<file path="config.mk">
export PLATFORM = sky130hd
export DESIGN_NAME = capacitive_touch_sense_filter_core_flat
export DESIGN_NICKNAME = d
export VERILOG_FILES = /design/src/hw/rtl/ctsf_pkg.sv /design/src/hw/rtl/ctsf_if.sv /design/src/hw/rtl/capacitive_touch_sense_filter_core.sv /design/src/hw/rtl/ctsf_rank_filter.sv /design/src/flat_wrapper.sv
export SDC_FILE = /design/constraint.sdc
export NUM_CORES = 1
export LEC_CHECK = 0
export BUFFER_PORTS_ARGS = -buffer_cell sky130_fd_sc_hd__buf_2
export CORE_MARGIN = 4
export CORE_UTILIZATION = 35
export DETAILED_ROUTE_END_ITERATION = 16
export PLACE_DENSITY = 0.61
export SLEW_MARGIN = 10
export SYNTH_ARGS = -nofsm -noshare
export SYNTH_HDL_FRONTEND = slang
export SYNTH_SLANG_ARGS = --single-unit
</file>
<file path="constraint.sdc">
create_clock -name clk_i -period 11.15 [get_ports clk_i]
set_clock_uncertainty 0.1 [all_clocks]
set_input_delay 1.115 -clock clk_i [delete_from_list [all_inputs] [get_ports clk_i]]
set_output_delay 1.115 -clock clk_i [all_outputs]
set_load 0.05 [all_outputs]
</file>
<file path="src/hw/rtl/ctsf_pkg.sv">
`timescale 1ns / 1ps
`default_nettype none
// ----------------------------------------------------------------------------
// ctsf_pkg
// Shared types and constants for the capacitive touch sense filter.
// ----------------------------------------------------------------------------
package ctsf_pkg;

  localparam int unsigned RING_DEPTH_DEF = 16;
  localparam int unsigned SAMPLE_W       = 16;
  localparam int unsigned TRIM_COUNT     = 5;
  localparam int unsigned SUM_W          = 19;  // 5 * 0xFFFF fits
  localparam int unsigned DIV5_MUL_W     = 20;
  localparam logic [DIV5_MUL_W-1:0] DIV5_MUL = 20'd838861;  // ceil(2^22 / 5)
  localparam int unsigned DIV5_SHIFT     = 22;

  localparam int unsigned DTICK_W  = 8;
  localparam int unsigned PERIOD_W = 10;

  localparam logic [DTICK_W-1:0]  DISCHARGE_RST = 8'd10;
  localparam logic [DTICK_W-1:0]  MEASURE_RST   = 8'd20;
  localparam logic [PERIOD_W-1:0] PERIOD_RST    = 10'd50;
  localparam logic [SAMPLE_W-1:0] THRESHOLD_RST = 16'd4400;

  localparam int unsigned CFG_IDX_W  = 2;
  localparam int unsigned CFG_DATA_W = 16;

  typedef enum logic [CFG_IDX_W-1:0] {
    CFG_DISCHARGE = 2'd0,
    CFG_MEASURE   = 2'd1,
    CFG_PERIOD    = 2'd2,
    CFG_THRESHOLD = 2'd3
  } ctsf_cfg_e;

  typedef enum logic [1:0] {
    PH_START = 2'd0,
    PH_DISCH = 2'd1,
    PH_MEAS  = 2'd2
  } ctsf_phase_e;

  typedef enum logic [1:0] {
    ST_IDLE = 2'd0,
    ST_FILT = 2'd1,
    ST_PEND = 2'd2
  } ctsf_ctl_e;

  typedef enum logic [1:0] {
    F_IDLE = 2'd0,
    F_KEY  = 2'd1,
    F_KEYW = 2'd2,
    F_SCAN = 2'd3
  } ctsf_filt_e;

  // Ring write and filter start from the sequencer.
  typedef struct packed {
    logic                wr;
    logic [SAMPLE_W-1:0] wr_data;
    logic                start;
  } ctsf_ring_ctl_t;

endpackage
`default_nettype wire

</file>
<file path="src/hw/rtl/ctsf_if.sv">
`timescale 1ns / 1ps
`default_nettype none
// ----------------------------------------------------------------------------
// ctsf_if
// Valid/ready channels for tick/capture input and per-step results.
// ----------------------------------------------------------------------------
interface ctsf_in_if;
  logic        valid;
  logic        ready;
  logic        func;
  logic [15:0] capture_value;

  modport source (output valid, output func, output capture_value, input ready);
  modport sink   (input valid, input func, input capture_value, output ready);
endinterface

interface ctsf_out_if;
  logic        valid;
  logic        ready;
  logic        touched;
  logic [15:0] filtered_value;
  logic        pin_floating;
  logic        timer_clear;
  logic        sample_stored;

  modport source (output valid, output touched, output filtered_value,
                  output pin_floating, output timer_clear, output sample_stored,
                  input ready);
  modport sink   (input valid, input touched, input filtered_value,
                  input pin_floating, input timer_clear, input sample_stored,
                  output ready);
endinterface
`default_nettype wire

</file>
<file path="src/hw/rtl/capacitive_touch_sense_filter_core.sv">
`timescale 1ns / 1ps
`default_nettype none
// ----------------------------------------------------------------------------
// capacitive_touch_sense_filter_core
// Pad sequencer (discharge / measure / store) with a trimmed-mean filter.
// ----------------------------------------------------------------------------
// Timing: a plain step's result is in the output register the cycle after
//   the input transfer; a filter update step first runs the rank sweep,
//   one key read plus one read per compare through the single RAM port.
// Throughput: one item in flight; up to one transfer per cycle while the
//   output drains, input held off for the whole filter update.
// Reset: async active low; defaults restored, ring reads as zero via valid bits.
// ----------------------------------------------------------------------------
module capacitive_touch_sense_filter_core #(
  parameter int unsigned RING_DEPTH = ctsf_pkg::RING_DEPTH_DEF
) (
  input  wire logic                              clk_i,
  input  wire logic                              rst_ni,
  ctsf_in_if.sink                                in_ch,
  ctsf_out_if.source                             out_ch,
  input  wire logic                              cfg_we_i,
  input  wire logic [ctsf_pkg::CFG_IDX_W-1:0]    cfg_idx_i,
  input  wire logic [ctsf_pkg::CFG_DATA_W-1:0]   cfg_data_i
);
  import ctsf_pkg::*;

  // Configuration registers
  logic [DTICK_W-1:0]  discharge_q, measure_q;
  logic [PERIOD_W-1:0] period_q;
  logic [SAMPLE_W-1:0] thresh_q;

  // Sequencer state
  ctsf_ctl_e           st_q, st_d;
  ctsf_phase_e         phase_q, phase_d;
  logic [DTICK_W-1:0]  pticks_q, pticks_d, pt;
  logic [PERIOD_W-1:0] fticks_q, fticks_d, ft;
  logic                measuring_q, measuring_d;
  logic                pin_float_q, pin_float_d;
  logic [SAMPLE_W-1:0] filtered_q, filtered_d;

  // Step flags kept while the filter runs
  logic                tclr_q, tclr_d;
  logic                stored_q, stored_d;

  // Output register
  logic                out_valid_q, out_valid_d;
  logic                out_touched_q, out_touched_d;
  logic [SAMPLE_W-1:0] out_filt_q, out_filt_d;
  logic                out_pin_q, out_pin_d;
  logic                out_tclr_q, out_tclr_d;
  logic                out_stored_q, out_stored_d;

  logic                accept, slot_free, load, recompute;
  logic [SAMPLE_W-1:0] load_val;

  ctsf_ring_ctl_t      ring_ctl;
  logic                filt_done;
  logic [SAMPLE_W-1:0] filt_value;

  ctsf_rank_filter #(
    .RING_DEPTH (RING_DEPTH)
  ) u_filter (
    .clk_i   (clk_i),
    .rst_ni  (rst_ni),
    .ctl_i   (ring_ctl),
    .done_o  (filt_done),
    .value_o (filt_value)
  );

  // Output slot is free if empty or its transfer completes this cycle.
  assign slot_free    = !out_valid_q || out_ch.ready;
  assign in_ch.ready  = (st_q == ST_IDLE) && slot_free;
  assign accept       = in_ch.valid && in_ch.ready;

  always_comb begin
    st_d        = st_q;
    phase_d     = phase_q;
    pticks_d    = pticks_q;
    fticks_d    = fticks_q;
    measuring_d = measuring_q;
    pin_float_d = pin_float_q;
    filtered_d  = filtered_q;
    tclr_d      = tclr_q;
    stored_d    = stored_q;
    pt          = pticks_q;
    ft          = fticks_q;
    recompute   = 1'b0;
    load        = 1'b0;
    load_val    = filtered_q;
    ring_ctl.wr      = 1'b0;
    ring_ctl.wr_data = in_ch.capture_value;
    ring_ctl.start   = 1'b0;

    case (st_q)
      ST_IDLE: begin
        if (accept) begin
          tclr_d   = 1'b0;
          stored_d = 1'b0;
          if (in_ch.func) begin
            // Capture: only counts while measuring, no counter moves.
            if (measuring_q) begin
              ring_ctl.wr = 1'b1;
              stored_d    = 1'b1;
              measuring_d = 1'b0;
              phase_d     = PH_START;
            end
          end else begin
            case (phase_q)
              PH_START: begin
                pt          = '0;
                pin_float_d = 1'b0;
                phase_d     = PH_DISCH;
              end
              PH_DISCH: begin
                if (pticks_q >= discharge_q) begin
                  pin_float_d = 1'b1;
                  tclr_d      = 1'b1;
                  pt          = '0;
                  measuring_d = 1'b1;
                  phase_d     = PH_MEAS;
                end
              end
              PH_MEAS: begin
                if (pticks_q >= measure_q) begin
                  ring_ctl.wr = 1'b1;
                  stored_d    = 1'b1;
                  measuring_d = 1'b0;
                  phase_d     = PH_START;
                end
              end
              default: begin
                // unused phase code recovers to start
                measuring_d = 1'b0;
                phase_d     = PH_START;
              end
            endcase
            // saturating counters
            pticks_d = (pt != '1) ? pt + 1'b1 : pt;
            ft       = (fticks_q != '1) ? fticks_q + 1'b1 : fticks_q;
            if (ft >= period_q) begin
              ft        = '0;
              recompute = 1'b1;
            end
            fticks_d = ft;
          end
          ring_ctl.start = recompute;
          if (recompute) begin
            st_d = ST_FILT;
          end else begin
            load = 1'b1;
          end
        end
      end
      ST_FILT: begin
        if (filt_done) begin
          filtered_d = filt_value;
          load_val   = filt_value;
          if (slot_free) begin
            load = 1'b1;
            st_d = ST_IDLE;
          end else begin
            st_d = ST_PEND;
          end
        end
      end
      ST_PEND: begin
        if (slot_free) begin
          load = 1'b1;
          st_d = ST_IDLE;
        end
      end
      default: st_d = ST_IDLE;
    endcase

    out_valid_d  = out_valid_q && !out_ch.ready;
    out_touched_d = out_touched_q;
    out_filt_d    = out_filt_q;
    out_pin_d     = out_pin_q;
    out_tclr_d    = out_tclr_q;
    out_stored_d  = out_stored_q;
    if (load) begin
      out_valid_d   = 1'b1;
      out_touched_d = load_val > thresh_q;
      out_filt_d    = load_val;
      out_pin_d     = pin_float_d;
      out_tclr_d    = tclr_d;
      out_stored_d  = stored_d;
    end
  end

  always_ff @(posedge clk_i or negedge rst_ni) begin
    if (!rst_ni) begin
      discharge_q <= DISCHARGE_RST;
      measure_q   <= MEASURE_RST;
      period_q    <= PERIOD_RST;
      thresh_q    <= THRESHOLD_RST;
      st_q        <= ST_IDLE;
      phase_q     <= PH_START;
      pticks_q    <= '0;
      fticks_q    <= '0;
      measuring_q <= 1'b0;
      pin_float_q <= 1'b0;
      filtered_q  <= '0;
      out_valid_q <= 1'b0;
    end else begin
      if (cfg_we_i) begin
        case (ctsf_cfg_e'(cfg_idx_i))
          CFG_DISCHARGE: discharge_q <= cfg_data_i[DTICK_W-1:0];
          CFG_MEASURE:   measure_q   <= cfg_data_i[DTICK_W-1:0];
          CFG_PERIOD:    period_q    <= cfg_data_i[PERIOD_W-1:0];
          CFG_THRESHOLD: thresh_q    <= cfg_data_i[SAMPLE_W-1:0];
          default: ;
        endcase
      end
      st_q        <= st_d;
      phase_q     <= phase_d;
      pticks_q    <= pticks_d;
      fticks_q    <= fticks_d;
      measuring_q <= measuring_d;
      pin_float_q <= pin_float_d;
      filtered_q  <= filtered_d;
      out_valid_q <= out_valid_d;
    end
  end

  // Payload registers
  always_ff @(posedge clk_i) begin
    tclr_q        <= tclr_d;
    stored_q      <= stored_d;
    out_touched_q <= out_touched_d;
    out_filt_q    <= out_filt_d;
    out_pin_q     <= out_pin_d;
    out_tclr_q    <= out_tclr_d;
    out_stored_q  <= out_stored_d;
  end

  assign out_ch.valid          = out_valid_q;
  assign out_ch.touched        = out_touched_q;
  assign out_ch.filtered_value = out_filt_q;
  assign out_ch.pin_floating   = out_pin_q;
  assign out_ch.timer_clear    = out_tclr_q;
  assign out_ch.sample_stored  = out_stored_q;

endmodule
`default_nettype wire

</file>
<file path="src/hw/rtl/ctsf_rank_filter.sv">
`timescale 1ns / 1ps
`default_nettype none
// ----------------------------------------------------------------------------
// ctsf_rank_filter
// Sample ring in a synchronous RAM plus a rank sweep that sums the middle
// five order statistics and divides by five.
// ----------------------------------------------------------------------------
module ctsf_rank_filter #(
  parameter int unsigned RING_DEPTH = ctsf_pkg::RING_DEPTH_DEF
) (
  input  wire logic                          clk_i,
  input  wire logic                          rst_ni,
  input  wire ctsf_pkg::ctsf_ring_ctl_t      ctl_i,
  output logic                               done_o,
  output logic [ctsf_pkg::SAMPLE_W-1:0]      value_o
);
  import ctsf_pkg::*;

  localparam int unsigned IW     = $clog2(RING_DEPTH);
  localparam int unsigned PROD_W = SUM_W + DIV5_MUL_W;
  localparam logic [IW-1:0] LAST    = IW'(RING_DEPTH - 1);
  localparam logic [IW-1:0] RANK_LO = IW'(RING_DEPTH / 2 - 2);
  localparam logic [IW-1:0] RANK_HI = IW'(RING_DEPTH / 2 + 2);

  logic [SAMPLE_W-1:0] mem [RING_DEPTH];
  logic [RING_DEPTH-1:0] valid_q;
  logic [IW-1:0]       widx_q, widx_d;

  logic [IW-1:0]       rd_addr;
  logic [SAMPLE_W-1:0] rd_data_q;
  logic                rd_vld_q;
  logic [SAMPLE_W-1:0] rd_val;

  ctsf_filt_e          fst_q, fst_d;
  logic [IW-1:0]       outer_q, outer_d;
  logic [IW-1:0]       cmp_q, cmp_d;
  logic [IW-1:0]       rank_q, rank_d, rank_fin;
  logic [SAMPLE_W-1:0] key_q, key_d;
  logic [SUM_W-1:0]    sum_q, sum_d;
  logic                div_q, div_d;
  logic                done_q;
  logic [SAMPLE_W-1:0] value_q;
  logic [PROD_W-1:0]   prod;
  logic                less;

  // RAM: one write, one registered read
  always_ff @(posedge clk_i) begin
    if (ctl_i.wr) begin
      mem[widx_q] <= ctl_i.wr_data;
    end
    rd_data_q <= mem[rd_addr];
    rd_vld_q  <= valid_q[rd_addr];
  end

  assign rd_val = rd_vld_q ? rd_data_q : '0;
  assign widx_d = (widx_q == LAST) ? '0 : widx_q + 1'b1;

  // Stable tie-break by index gives each entry a unique sorted position.
  assign less = (rd_val < key_q) || ((rd_val == key_q) && (cmp_q < outer_q));
  assign rank_fin = rank_q + IW'(less);
  assign prod = PROD_W'(sum_q) * PROD_W'(DIV5_MUL);

  always_comb begin
    fst_d   = fst_q;
    outer_d = outer_q;
    cmp_d   = cmp_q;
    rank_d  = rank_q;
    key_d   = key_q;
    sum_d   = sum_q;
    div_d   = 1'b0;
    rd_addr = outer_q;
    case (fst_q)
      F_IDLE: begin
        if (ctl_i.start) begin
          outer_d = '0;
          sum_d   = '0;
          fst_d   = F_KEY;
        end
      end
      F_KEY: begin
        rd_addr = outer_q;
        fst_d   = F_KEYW;
      end
      F_KEYW: begin
        key_d   = rd_val;
        rd_addr = '0;
        cmp_d   = '0;
        rank_d  = '0;
        fst_d   = F_SCAN;
      end
      F_SCAN: begin
        rd_addr = (cmp_q == LAST) ? '0 : cmp_q + 1'b1;
        rank_d  = rank_fin;
        cmp_d   = cmp_q + 1'b1;
        if (cmp_q == LAST) begin
          if (rank_fin >= RANK_LO && rank_fin <= RANK_HI) begin
            sum_d = sum_q + SUM_W'(key_q);
          end
          if (outer_q == LAST) begin
            div_d = 1'b1;
            fst_d = F_IDLE;
          end else begin
            outer_d = outer_q + 1'b1;
            fst_d   = F_KEY;
          end
        end
      end
      default: fst_d = F_IDLE;
    endcase
  end

  always_ff @(posedge clk_i or negedge rst_ni) begin
    if (!rst_ni) begin
      fst_q   <= F_IDLE;
      valid_q <= '0;
      widx_q  <= '0;
      div_q   <= 1'b0;
      done_q  <= 1'b0;
    end else begin
      fst_q  <= fst_d;
      div_q  <= div_d;
      done_q <= div_q;
      if (ctl_i.wr) begin
        valid_q[widx_q] <= 1'b1;
        widx_q          <= widx_d;
      end
    end
  end

  always_ff @(posedge clk_i) begin
    outer_q <= outer_d;
    cmp_q   <= cmp_d;
    rank_q  <= rank_d;
    key_q   <= key_d;
    sum_q   <= sum_d;
    if (div_q) begin
      value_q <= prod[DIV5_SHIFT +: SAMPLE_W];
    end
  end

  assign done_o  = done_q;
  assign value_o = value_q;

endmodule
`default_nettype wire

</file>
<file path="src/flat_wrapper.sv">
// flat-port wrapper written by rule: the top's interface ports become plain ports
module capacitive_touch_sense_filter_core_flat import ctsf_pkg::*;
#(
  parameter int unsigned RING_DEPTH = ctsf_pkg::RING_DEPTH_DEF
)
  (clk_i, rst_ni, cfg_we_i, cfg_idx_i, cfg_data_i, in_ch_valid, in_ch_func, in_ch_capture_value, in_ch_ready, out_ch_valid, out_ch_touched, out_ch_filtered_value, out_ch_pin_floating, out_ch_timer_clear, out_ch_sample_stored, out_ch_ready);
  ctsf_in_if in_ch_i ();
  ctsf_out_if out_ch_i ();
  input  wire logic clk_i;
  input  wire logic rst_ni;
  input  wire logic cfg_we_i;
  input  wire logic [ctsf_pkg::CFG_IDX_W-1:0] cfg_idx_i;
  input  wire logic [ctsf_pkg::CFG_DATA_W-1:0] cfg_data_i;
  input wire logic [$bits(in_ch_i.valid)-1:0] in_ch_valid;
  input wire logic [$bits(in_ch_i.func)-1:0] in_ch_func;
  input wire logic [$bits(in_ch_i.capture_value)-1:0] in_ch_capture_value;
  output wire logic [$bits(in_ch_i.ready)-1:0] in_ch_ready;
  output wire logic [$bits(out_ch_i.valid)-1:0] out_ch_valid;
  output wire logic [$bits(out_ch_i.touched)-1:0] out_ch_touched;
  output wire logic [$bits(out_ch_i.filtered_value)-1:0] out_ch_filtered_value;
  output wire logic [$bits(out_ch_i.pin_floating)-1:0] out_ch_pin_floating;
  output wire logic [$bits(out_ch_i.timer_clear)-1:0] out_ch_timer_clear;
  output wire logic [$bits(out_ch_i.sample_stored)-1:0] out_ch_sample_stored;
  input wire logic [$bits(out_ch_i.ready)-1:0] out_ch_ready;
  assign in_ch_i.valid = in_ch_valid;
  assign in_ch_i.func = in_ch_func;
  assign in_ch_i.capture_value = in_ch_capture_value;
  assign in_ch_ready = in_ch_i.ready;
  assign out_ch_valid = out_ch_i.valid;
  assign out_ch_touched = out_ch_i.touched;
  assign out_ch_filtered_value = out_ch_i.filtered_value;
  assign out_ch_pin_floating = out_ch_i.pin_floating;
  assign out_ch_timer_clear = out_ch_i.timer_clear;
  assign out_ch_sample_stored = out_ch_i.sample_stored;
  assign out_ch_i.ready = out_ch_ready;
  capacitive_touch_sense_filter_core #(.RING_DEPTH(RING_DEPTH)) u_core (.clk_i(clk_i), .rst_ni(rst_ni), .in_ch(in_ch_i), .out_ch(out_ch_i), .cfg_we_i(cfg_we_i), .cfg_idx_i(cfg_idx_i), .cfg_data_i(cfg_data_i));
endmodule
</file>
==> results of run 1 <==
## stage by stage
stage	worst slack, ns	hold WS, ns	power [uW]	instance area, sq um	std cells
after floorplan	5.541	0.3146	2381	25870	2181
after global placement	5.255	0.3418	2505	27330	3159
after detailed placement	5.139	0.3473	2531	27330	3159
after CTS	5.168	0.3476	4127	28890	3244
after global routing	4.846	0.3708	4265	28890	3244
final	5.191	0.3563	4082	28900	3248
## synthesized netlist by cell type (34+ instances only)
master,count
edfxtp_1,339
a211oi_1,93
a21oi_1,86
a311oi_1,34
nand2_1,193
dfrtp_1,96
o21ai_0,62
clkbuf_1,44
nor2_1,64
a31oi_1,41
ha_1,225
inv_1,285
fa_1,100
and2_1,78
mux2_2,53
## per-layer routing
layer / wire, um / vias to the layer above
li1: - / 7860
met1: 25990 / 8143
met2: 27460 / 290
met3: 2111 / 76
met4: 938 / 4
met5: 21 / -
## area by class of cell
type                       instances  share of cell area
clock inverter                    30             0.01204
sequential                       465              0.4585
clock buffer                      55             0.04208
tap                              959             0.04152
inverter                         286             0.03715
antenna                            4           0.0003464
multi-input combinational       1358              0.3899
timing repair buffer              91             0.01844
## cells by family (layout without fill, tap and decap cells)
group | after synthesis | after routing
AO/OA/AOI/OAI | 411 | 411
XOR/XNOR | 45 | 45
adder cells (fa/ha/maj) | 325 | 325
buffers and inverters | 358 | 462
flip-flops | 465 | 465
multiplexers | 55 | 55
other | 0 | 4
AND/OR/NAND/NOR | 522 | 522
## registers in the layout (all words and copies together) (netlist names), 10 cells and up
name                          flops
u_core.filtered_q                16
u_core.fticks_q                  10
u_core.out_ch.filtered_value     16
u_core.period_q                  10
u_core.thresh_q                  16
u_core.u_filter.key_q            16
u_core.u_filter.mem             256
u_core.u_filter.rd_data_q        16
u_core.u_filter.sum_q            19
u_core.u_filter.valid_q          16
u_core.u_filter.value_o          16
## final timing paths
| check | cells after the start | start | end |
|---|---|---|---|
| worst max-delay path | 19 | u_core.u_filter.sum_q[8] | u_core.u_filter.value_o[14] |
| worst min register to register | 1 | u_core.stored_q | u_core.stored_q |
| worst max register to register | 19 | u_core.u_filter.sum_q[8] | u_core.u_filter.value_o[14] |
| min in group clk_i | 1 | u_core.stored_q | u_core.stored_q |
| max in group asynchronous | 2 | rst_ni | u_core.u_filter.valid_q[3] |
| worst min-delay path | 1 | rst_ni | u_core.filtered_q[12] |
## power groups by stage
stage | sequential, uW | clock [uW] | combinational, uW
floorplan | 2090 | 0 | 293
global placement | 2060 | 0 | 447
detailed placement | 2060 | 0 | 466
CTS | 2030 | 1630 | 470
global route | 2040 | 1700 | 527
finish | 2030 | 1590 | 467
==> impl_metrics.ini, run 1 <==
[clocking]
insertion_delay_ns = 0.60
cts-resized-gates = 0
root_buffer = clkbuf_16
htree_num_levels = 2
tritoncts = built
clkTransAtPathRegs_ns = 0.07
cts_sinks = 465
clock_path_buffers = 3
postCtsSetupRepairBufs = 0
cts-buffers-inserted = 46
holdBufCountCts = 0

[setup_path]
rrSetupSlack_ns = 5.19
slowest_stage = fa_1
cpPeakStageDelay_ns = 0.60
crit_family = adder cells
worst-path-buf-inv = 4
cp_cell_sequence = inv_1 -> ha_1 -> fa_1 -> inv_1 -> fa_1 -> fa_1 -> fa_1 -> inv_1 -> fa_1 -> inv_1 -> ha_1 -> nand4_1 -> nor3_1 -> o221ai_2 -> nand3_2 -> a211oi_2 -> a311oi_2 -> a21oi_1 -> xnor2_1
arrival_ns = 6.20
worstPathRequired_ns = 11.39
worstPathMaxFanout = 5
cp-end-kind = register
cpMostUsedCell = fa_1
critical_path_class = register to register
worstSetupStartpointType = register

[synthesis]
synth_cells = 2181
synthMuxAreaShare = 0.02389
synth_top_area_frac = 0.3935
synth_compound_area_frac = 0.1075
synthSimpleGateAreaFrac = 0.1008
netlist.top_cell.by_area = edfxtp_1
synth_warnings = 0
syn_avg_cell_area_sq_um = 11.86
synth_async_sr_flop_share = 0.2301
synthTopCellsByArea = edfxtp_1 39%, ha_1 11%, dfrtp_1 9.3%
synth_top_family_by_area = adder cells
synth_cell_types = 71
ys.flop_type = edfxtp_1
synth_area_sq_um = 25870
synthesis.nets = 2546
synth-seq-area-share = 0.5122
synth_edf_count = 339
synth_adder_area_share = 0.1862
synth_xor_area_frac = 0.01523
ys_ff_latch = 465

[power_and_ir_drop]
seqPwrFrac = 0.497
p_leak_uw = 0.01238
pwr-share-clk = 0.388
pwr-share-comb = 0.114
intPower_uw = 3040
peakVddDrop_v = 0.0001236
swShare = 0.2552
p_switching_uw = 1041
power.density_nw_per_um2 = 141.2

[final_layout]
final_common_cell = edfxtp_1
area_delta_synth_final_pct = 11.70
final_core_util = 0.3954
final_cell_mix = 339 x edfxtp_1, 285 x inv_1, 225 x ha_1
drive_gt1_frac = 0.1147
fin_nets = 2613
seq_area_sq_um = 13250
multi_input_area_sq_um = 11270
fillers = 6911

[flow_run]
drv_cap = 0

[timing]
report.final.hold_viol_count = 0
fin_tns_setup_ns = 0
rsz0062_at_grt = false
worst_pin_slew_ns = 1.017
drv_slew = 0
period_needed_ns = 5.959
timing.final.crit_share = 0.5344
setup_viol = 0
fmax_mhz = 167.8
slew_headroom = 0.3218

[route]
vias = 16373
ant_nets = 0
drtIter0Drc = 1094
drt_wl_total_um = 56530
viasPerCell = 5.041
wl_per_cell_um = 17.40
drc = 0
firstDrtPassIters = 7

[floorplanning]
fp.dieW_um = 279.9
start_util = 0.3540
design.core.area_sq_um = 73080
die_area_sq_um = 78330
std_cell_rows = 99
ios = 62
die_h_um = 279.9

[global_route]
grt_overflow_total = 0
grt-busiest-layer = met2
met3_usage = 0.02125
track_usage = 0.1432
use_met1 = 0.1939
grt_pass1_vias = 16810
grt_max_degree = 82
antenna_found_initial = 5
grt_pass1_wl_um = 90870
use_met2 = 0.2464

[placement]
placement.io_buffers = 61
post-dp-hpwl_um = 39350
place.gp.congestion = 0.8587

[status]
status = finished, final reports clean

[worst_hold_path]
min_path_type = input port to async pin
Power figures use the tool's default switching activity.
==> inputs of run 2 (changes only) <==
--- a/config.mk
+++ b/config.mk
@@ -9,7 +9,7 @@
 export CORE_MARGIN = 4
 export CORE_UTILIZATION = 35
 export DETAILED_ROUTE_END_ITERATION = 16
-export PLACE_DENSITY = 0.61
+export PLACE_DENSITY = 0.62
 export SLEW_MARGIN = 10
 export SYNTH_ARGS = -nofsm -noshare
 export SYNTH_HDL_FRONTEND = slang
==> constraint.sdc (replaced) <==
create_clock -name clk_i -period 5.4 [get_ports clk_i]
set_clock_uncertainty 0.1 [all_clocks]
set_input_delay 0.54 -clock clk_i [delete_from_list [all_inputs] [get_ports clk_i]]
set_output_delay 0.54 -clock clk_i [all_outputs]
set_load 0.05 [all_outputs]
==> run 2 against run 1 <==
  * The run now ends with setup timing left
  * Critical path depth is 1 higher
  * First-iteration DRC count fell by 12%
  * Design area is 4.2% higher
  * Flip-flop and latch count unchanged
  * Wire length up 1.9%
  * Via count rose by 1.9%
  * Count of clock-buffer cells in the layout rose by 16
  * Critical endpoint is now u_core.u_filter.value_o[10]
  * Largest cell class unchanged
  * Largest power group unchanged
==> impl_metrics.ini, run 2 (synthesized netlist as in run 1, its figures left out) <==
[status]
status = finished with violations
violations = setup timing

[timing]
setup_ws_ns = -0.2382
drv_slew = 0
worst_pin_slew_ns = 1.198
report.final.hold_viol_count = 0
fmax_mhz = 177.4
period_needed_ns = 5.638
slew_headroom = 0.2016
timing.final.crit_share = 1.044
rsz0062_at_grt = true
setup_viol = 13

[route]
viasPerCell = 4.982
vias = 16685
ant_nets = 0
wl_per_cell_um = 17.19
drt_wl_total_um = 57580
drc = 0
drtIter0Drc = 959
firstDrtPassIters = 5

[final_layout]
final_cell_mix = 339 x edfxtp_1, 268 x inv_1, 206 x ha_1
final_common_cell = edfxtp_1
area_delta_synth_final_pct = 16.39
drive_gt1_frac = 0.1734
largest_registers = u_core.u_filter.mem: 256 flops, u_core.u_filter.sum_q: 19 flops
fin_area_sq_um = 30110
regMostFlops = u_core.u_filter.mem
stdcell_count = 3349
largest_register_ff_count = 256
fin_nets = 2714

[setup_path]
worstPathMaxFanout = 5
crit_family = adder cells
cp_cell_sequence = ha_4 -> inv_2 -> fa_2 -> buf_6 -> fa_2 -> inv_2 -> fa_2 -> fa_1 -> inv_1 -> fa_1 -> inv_2 -> ha_4 -> a21o_1 -> a31oi_1 -> nor2_1 -> o311a_1 -> o311a_4 -> o21bai_4 -> nand3b_1 -> xor2_1
worstPathRequired_ns = 5.63
critical_path_class = register to register
slowest_stage = fa_1
cp-end-kind = register
rrSetupSlack_ns = -0.24
cpPeakStageDelay_ns = 0.55
worst-path-buf-inv = 5
arrival_ns = 5.87
worstSetupStartpointType = register

[placement]
place.gp.congestion = 0.8881
placement.io_buffers = 61
place_area_sq_um = 28110
post-dp-hpwl_um = 39500
place_inst = 3243

[floorplanning]
std_cell_rows = 99
ios = 62
die_h_um = 279.9
fp.dieW_um = 279.9
die_area_sq_um = 78330
start_util = 0.3540
design.core.area_sq_um = 73080

[global_route]
grt_overflow_total = 0
grt_max_degree = 137
track_usage = 0.1446
grt_pass1_vias = 17153
antenna_found_initial = 4
grt_pass1_wl_um = 91220

[clocking]
insertion_delay_ns = 0.60
clock_path_buffers = 3
tritoncts = built
clkTransAtPathRegs_ns = 0.06
cts_sinks = 465
htree_num_levels = 2
root_buffer = clkbuf_16
cts-buffers-inserted = 47

[power_and_ir_drop]
peakVddDrop_v = 0.0002715
finalPower_uw = 8485
p_leak_uw = 0.01290
power.density_nw_per_um2 = 281.8

[worst_hold_path]
min_path_type = input port to register

[flow_run]
drv_cap = 0
-- run 2: timing repair --
action                                 in CTS  in global routing
pin swaps                                  22                 36
endpoints found under the hold margin      51                  0
hold buffers                                1                  0
setup endpoints to repair                  13                 15
resized for setup                          26                 36
setup buffers                               4                 10
-- run 2: path summary, 6_finish.rpt --
| check | startpoint | endpoint | cells past startpoint |
|---|---|---|---|
| max | u_core.u_filter.sum_q[5] | u_core.u_filter.value_o[10] | 20 |
| min | cfg_data_i[11] | u_core.thresh_q[11] | 2 |
| max reg2reg | u_core.u_filter.sum_q[5] | u_core.u_filter.value_o[10] | 20 |
| min reg2reg | u_core.u_filter.valid_q[15] | u_core.u_filter.valid_q[15] | 1 |
| max in group asynchronous | rst_ni | u_core.u_filter.widx_q[0] | 3 |
| min in group asynchronous | rst_ni | u_core.filtered_q[12] | 2 |
-- run 2: cell type report --
class | count | area [sq um]
inverters | 286 | 1074
repair buffers | 191 | 1379
flip-flops and latches | 465 | 13250
fillers | 6776 | 42970
clock buffers | 71 | 1326
multi-input cells | 1358 | 11610
well taps | 959 | 1200
clock inverters | 16 | 262.8
diodes | 3 | 7.507
-- run 2: routing by layer --
layer	vias up	global-route usage	part of all wire
met5	-	0	0.00023
met4	2	0.03782	0.022
met3	96	0.02209	0.038
met2	292	0.2578	0.50
met1	8235	0.1843	0.44
li1	8060	-	-
-- run 2: stage by stage --
step | util | TNS (ns) | hold slack (ns) | setup slack, ns
finish | 0.4120 | -1.867 | 0.07827 | -0.2382
global route | 0.4119 | -4.285 | 0.05084 | -0.4123
CTS | 0.4085 | -1.098 | 0.03570 | -0.2143
detailed placement | 0.3846 | -2.327 | 0.3384 | -0.3023
global placement | 0.3846 | -1.456 | 0.3443 | -0.2092
floorplan | - | -0.01094 | 0.1444 | -0.01094
-- run 2: power by group --
part	internal, uW	switching, uW
sequential	4040	150
clock	1950	1370
combinational	368	602
total	6360	2130
==> inputs of run 3 (changes only) <==
--- a/config.mk
+++ b/config.mk
@@ -10,6 +10,7 @@
 export CORE_UTILIZATION = 35
 export DETAILED_ROUTE_END_ITERATION = 16
 export PLACE_DENSITY = 0.62
+export SETUP_SLACK_MARGIN = 0.4
 export SLEW_MARGIN = 10
 export SYNTH_ARGS = -nofsm -noshare
 export SYNTH_HDL_FRONTEND = slang
==> run 3 against run 2 <==
  * The flow still finishes with violations (setup timing)
  * Critical path depth is 1 lower
  * Sequential share of layout area fell by 0.11 points
  * Setup slack better by 0.077 ns
  * Register-to-register slack improved by 0.08 ns
  * Clock power grew 2%
  * Global-route usage rose by 0.079 points
  * Die area unchanged
  * First-iteration DRC count rose by 12%
  * Sequential power about the same
  * Flip-flop and latch count unchanged
  * Power grew 0.92%
  * Combinational power about the same
  * Largest cell class unchanged
  * Highest routed layer unchanged
==> impl_metrics.ini, run 3 (synthesized netlist as in run 1, its figures left out) <==
[worst_hold_path]
min_path_cells = 2
min_path_type = input port to register

[route]
ant_nets = 0
drt_wl_total_um = 57340
firstDrtPassIters = 5
viasPerCell = 4.967
drtIter0Drc = 1073
wl_per_cell_um = 17.15
drc = 0
vias = 16611

[global_route]
grt_pass1_wl_um = 91890
antenna_found_initial = 7
grt_pass1_vias = 17338
grt_max_degree = 137
grt_overflow_total = 0
track_usage = 0.1454

[clocking]
cts-buffers-inserted = 47
clkTransAtPathRegs_ns = 0.07
cts_sinks = 465
htree_num_levels = 2
root_buffer = clkbuf_16
tritoncts = built
clock_path_buffers = 3
insertion_delay_ns = 0.60

[final_layout]
drive_gt1_frac = 0.1809
fin_nets = 2708
regMostFlops = u_core.u_filter.mem
area_delta_synth_final_pct = 16.68
final_cell_mix = 339 x edfxtp_1, 267 x inv_1, 203 x ha_1
largest_register_ff_count = 256
largest_registers = u_core.u_filter.mem: 256 flops, u_core.u_filter.sum_q: 19 flops
final_common_cell = edfxtp_1

[power_and_ir_drop]
finalPower_uw = 8563
peakVddDrop_v = 0.0002239
p_leak_uw = 0.01287
power.density_nw_per_um2 = 283.7

[floorplanning]
ios = 62
die_area_sq_um = 78330
fp.dieW_um = 279.9
die_h_um = 279.9
start_util = 0.3540
std_cell_rows = 99
design.core.area_sq_um = 73080

[flow_run]
drv_cap = 0

[timing]
fin_tns_setup_ns = -0.7998
period_needed_ns = 5.561
slew_headroom = 0.1818
report.final.hold_viol_count = 0
timing.hold.ws_ns = 0.08288
fmax_mhz = 179.8
drv_slew = 0
setup_ws_ns = -0.1609
rsz0062_at_grt = true
setup_viol = 9
timing.final.crit_share = 1.030
worst_pin_slew_ns = 1.227

[status]
status = finished with violations
violations = setup timing

[setup_path]
worst-r2r-cell-count = 19
critical_path_class = register to register
worstSetupStartpointType = register
worstPathRequired_ns = 5.63
worstPathMaxFanout = 4
arrival_ns = 5.79
cp-end-kind = register

[placement]
place_ws_ns = -0.2715
place.gp.congestion = 0.8635
placement.io_buffers = 61
post-dp-hpwl_um = 39410
==> run 3: changes by cell type in the layout (fill, tap and decap cells not counted), moves of 3 or more <==
cell	delta
o21ai_0	-5
clkbuf_1	-7
o21ai_2	+3
ha_1	-3
ha_4	+4
clkinv_2	+6
clkbuf_8	-3
fa_2	+4
clkinvlp_4	+3
buf_4	-5
fa_1	-4
==> run 3: final cells by class <==
class / instances / area [sq um]
Clock inverter: 27 / 375.4
Sequential cell: 465 / 13250
Clock buffer: 61 / 1259
Fill cell: 6785 / 42900
Antenna cell: 3 / 7.507
Tap cell: 959 / 1200
Inverter: 286 / 1076
Timing Repair Buffer: 185 / 1313
Multi-Input combinational cell: 1358 / 11700
==> run 3: worst max-delay path, cell delays in order, from the launching register on <==
cell and delay (ns):
edfxtp_1 0.44, ha_4 0.31, inv_4 0.03, fa_2 0.48, fa_2 0.56, inv_2 0.04, fa_2 0.46, fa_1 0.48
inv_1 0.05, fa_1 0.49, inv_2 0.05, ha_4 0.22, a21o_1 0.18, a31oi_1 0.15, nor2_1 0.08, o311a_4 0.38
o311a_4 0.43, o21bai_4 0.14, nand3b_1 0.12, xor2_1 0.15
==> run 3: stage by stage <==
| step | std cells | area (sq um) | utilization |
|---|---|---|---|
| 5_1_grt | 3341 | 30180 | 0.4129 |
| 3_5_place_dp | 3233 | 28120 | 0.3848 |
| 2_1_floorplan | 2181 | 26070 | - |
| 3_3_place_gp | 3233 | 28120 | 0.3848 |
| 6_report | 3344 | 30190 | 0.4130 |
| 4_1_cts | 3336 | 30000 | 0.4105 |
==> run 3: path summary, 6_finish.rpt <==
check	end	from	slack, ns
worst max-delay path	u_core.u_filter.value_o[10]	u_core.u_filter.sum_q[5]	-0.16
worst min-delay path	u_core.thresh_q[15]	cfg_data_i[15]	0.08
worst max register to register	u_core.u_filter.value_o[10]	u_core.u_filter.sum_q[5]	-0.16
worst min register to register	u_core.tclr_q	u_core.tclr_q	0.35
max in group asynchronous	u_core.u_filter.valid_q[13]	rst_ni	3.48
min in group asynchronous	u_core.filtered_q[6]	rst_ni	0.54
==> run 3: metal layers <==
layer / routed length (um) / track usage / up-vias
met2: 28560 / 0.2610 / 258
li1: - / - / 8060
met4: 1122 / 0.03535 / 6
met3: 2248 / 0.02242 / 80
met1: 25370 / 0.1848 / 8207
met5: 34 / 0 / -
==> run 3: where the power goes <==
part           internal, uW  switching, uW  total [uW]
Clock                  2010           1410        3410
Sequential             4040            145        4180
Combinational           369            601         969
Total                  6410           2150        8560
==> run 3: what timing repair did <==
item,in CTS,in global routing
resized for setup,39,26
pin swaps,29,23
hold buffers,1,0
hold endpoints to repair,54,0
endpoints found under the setup margin,16,16
setup buffers,14,5
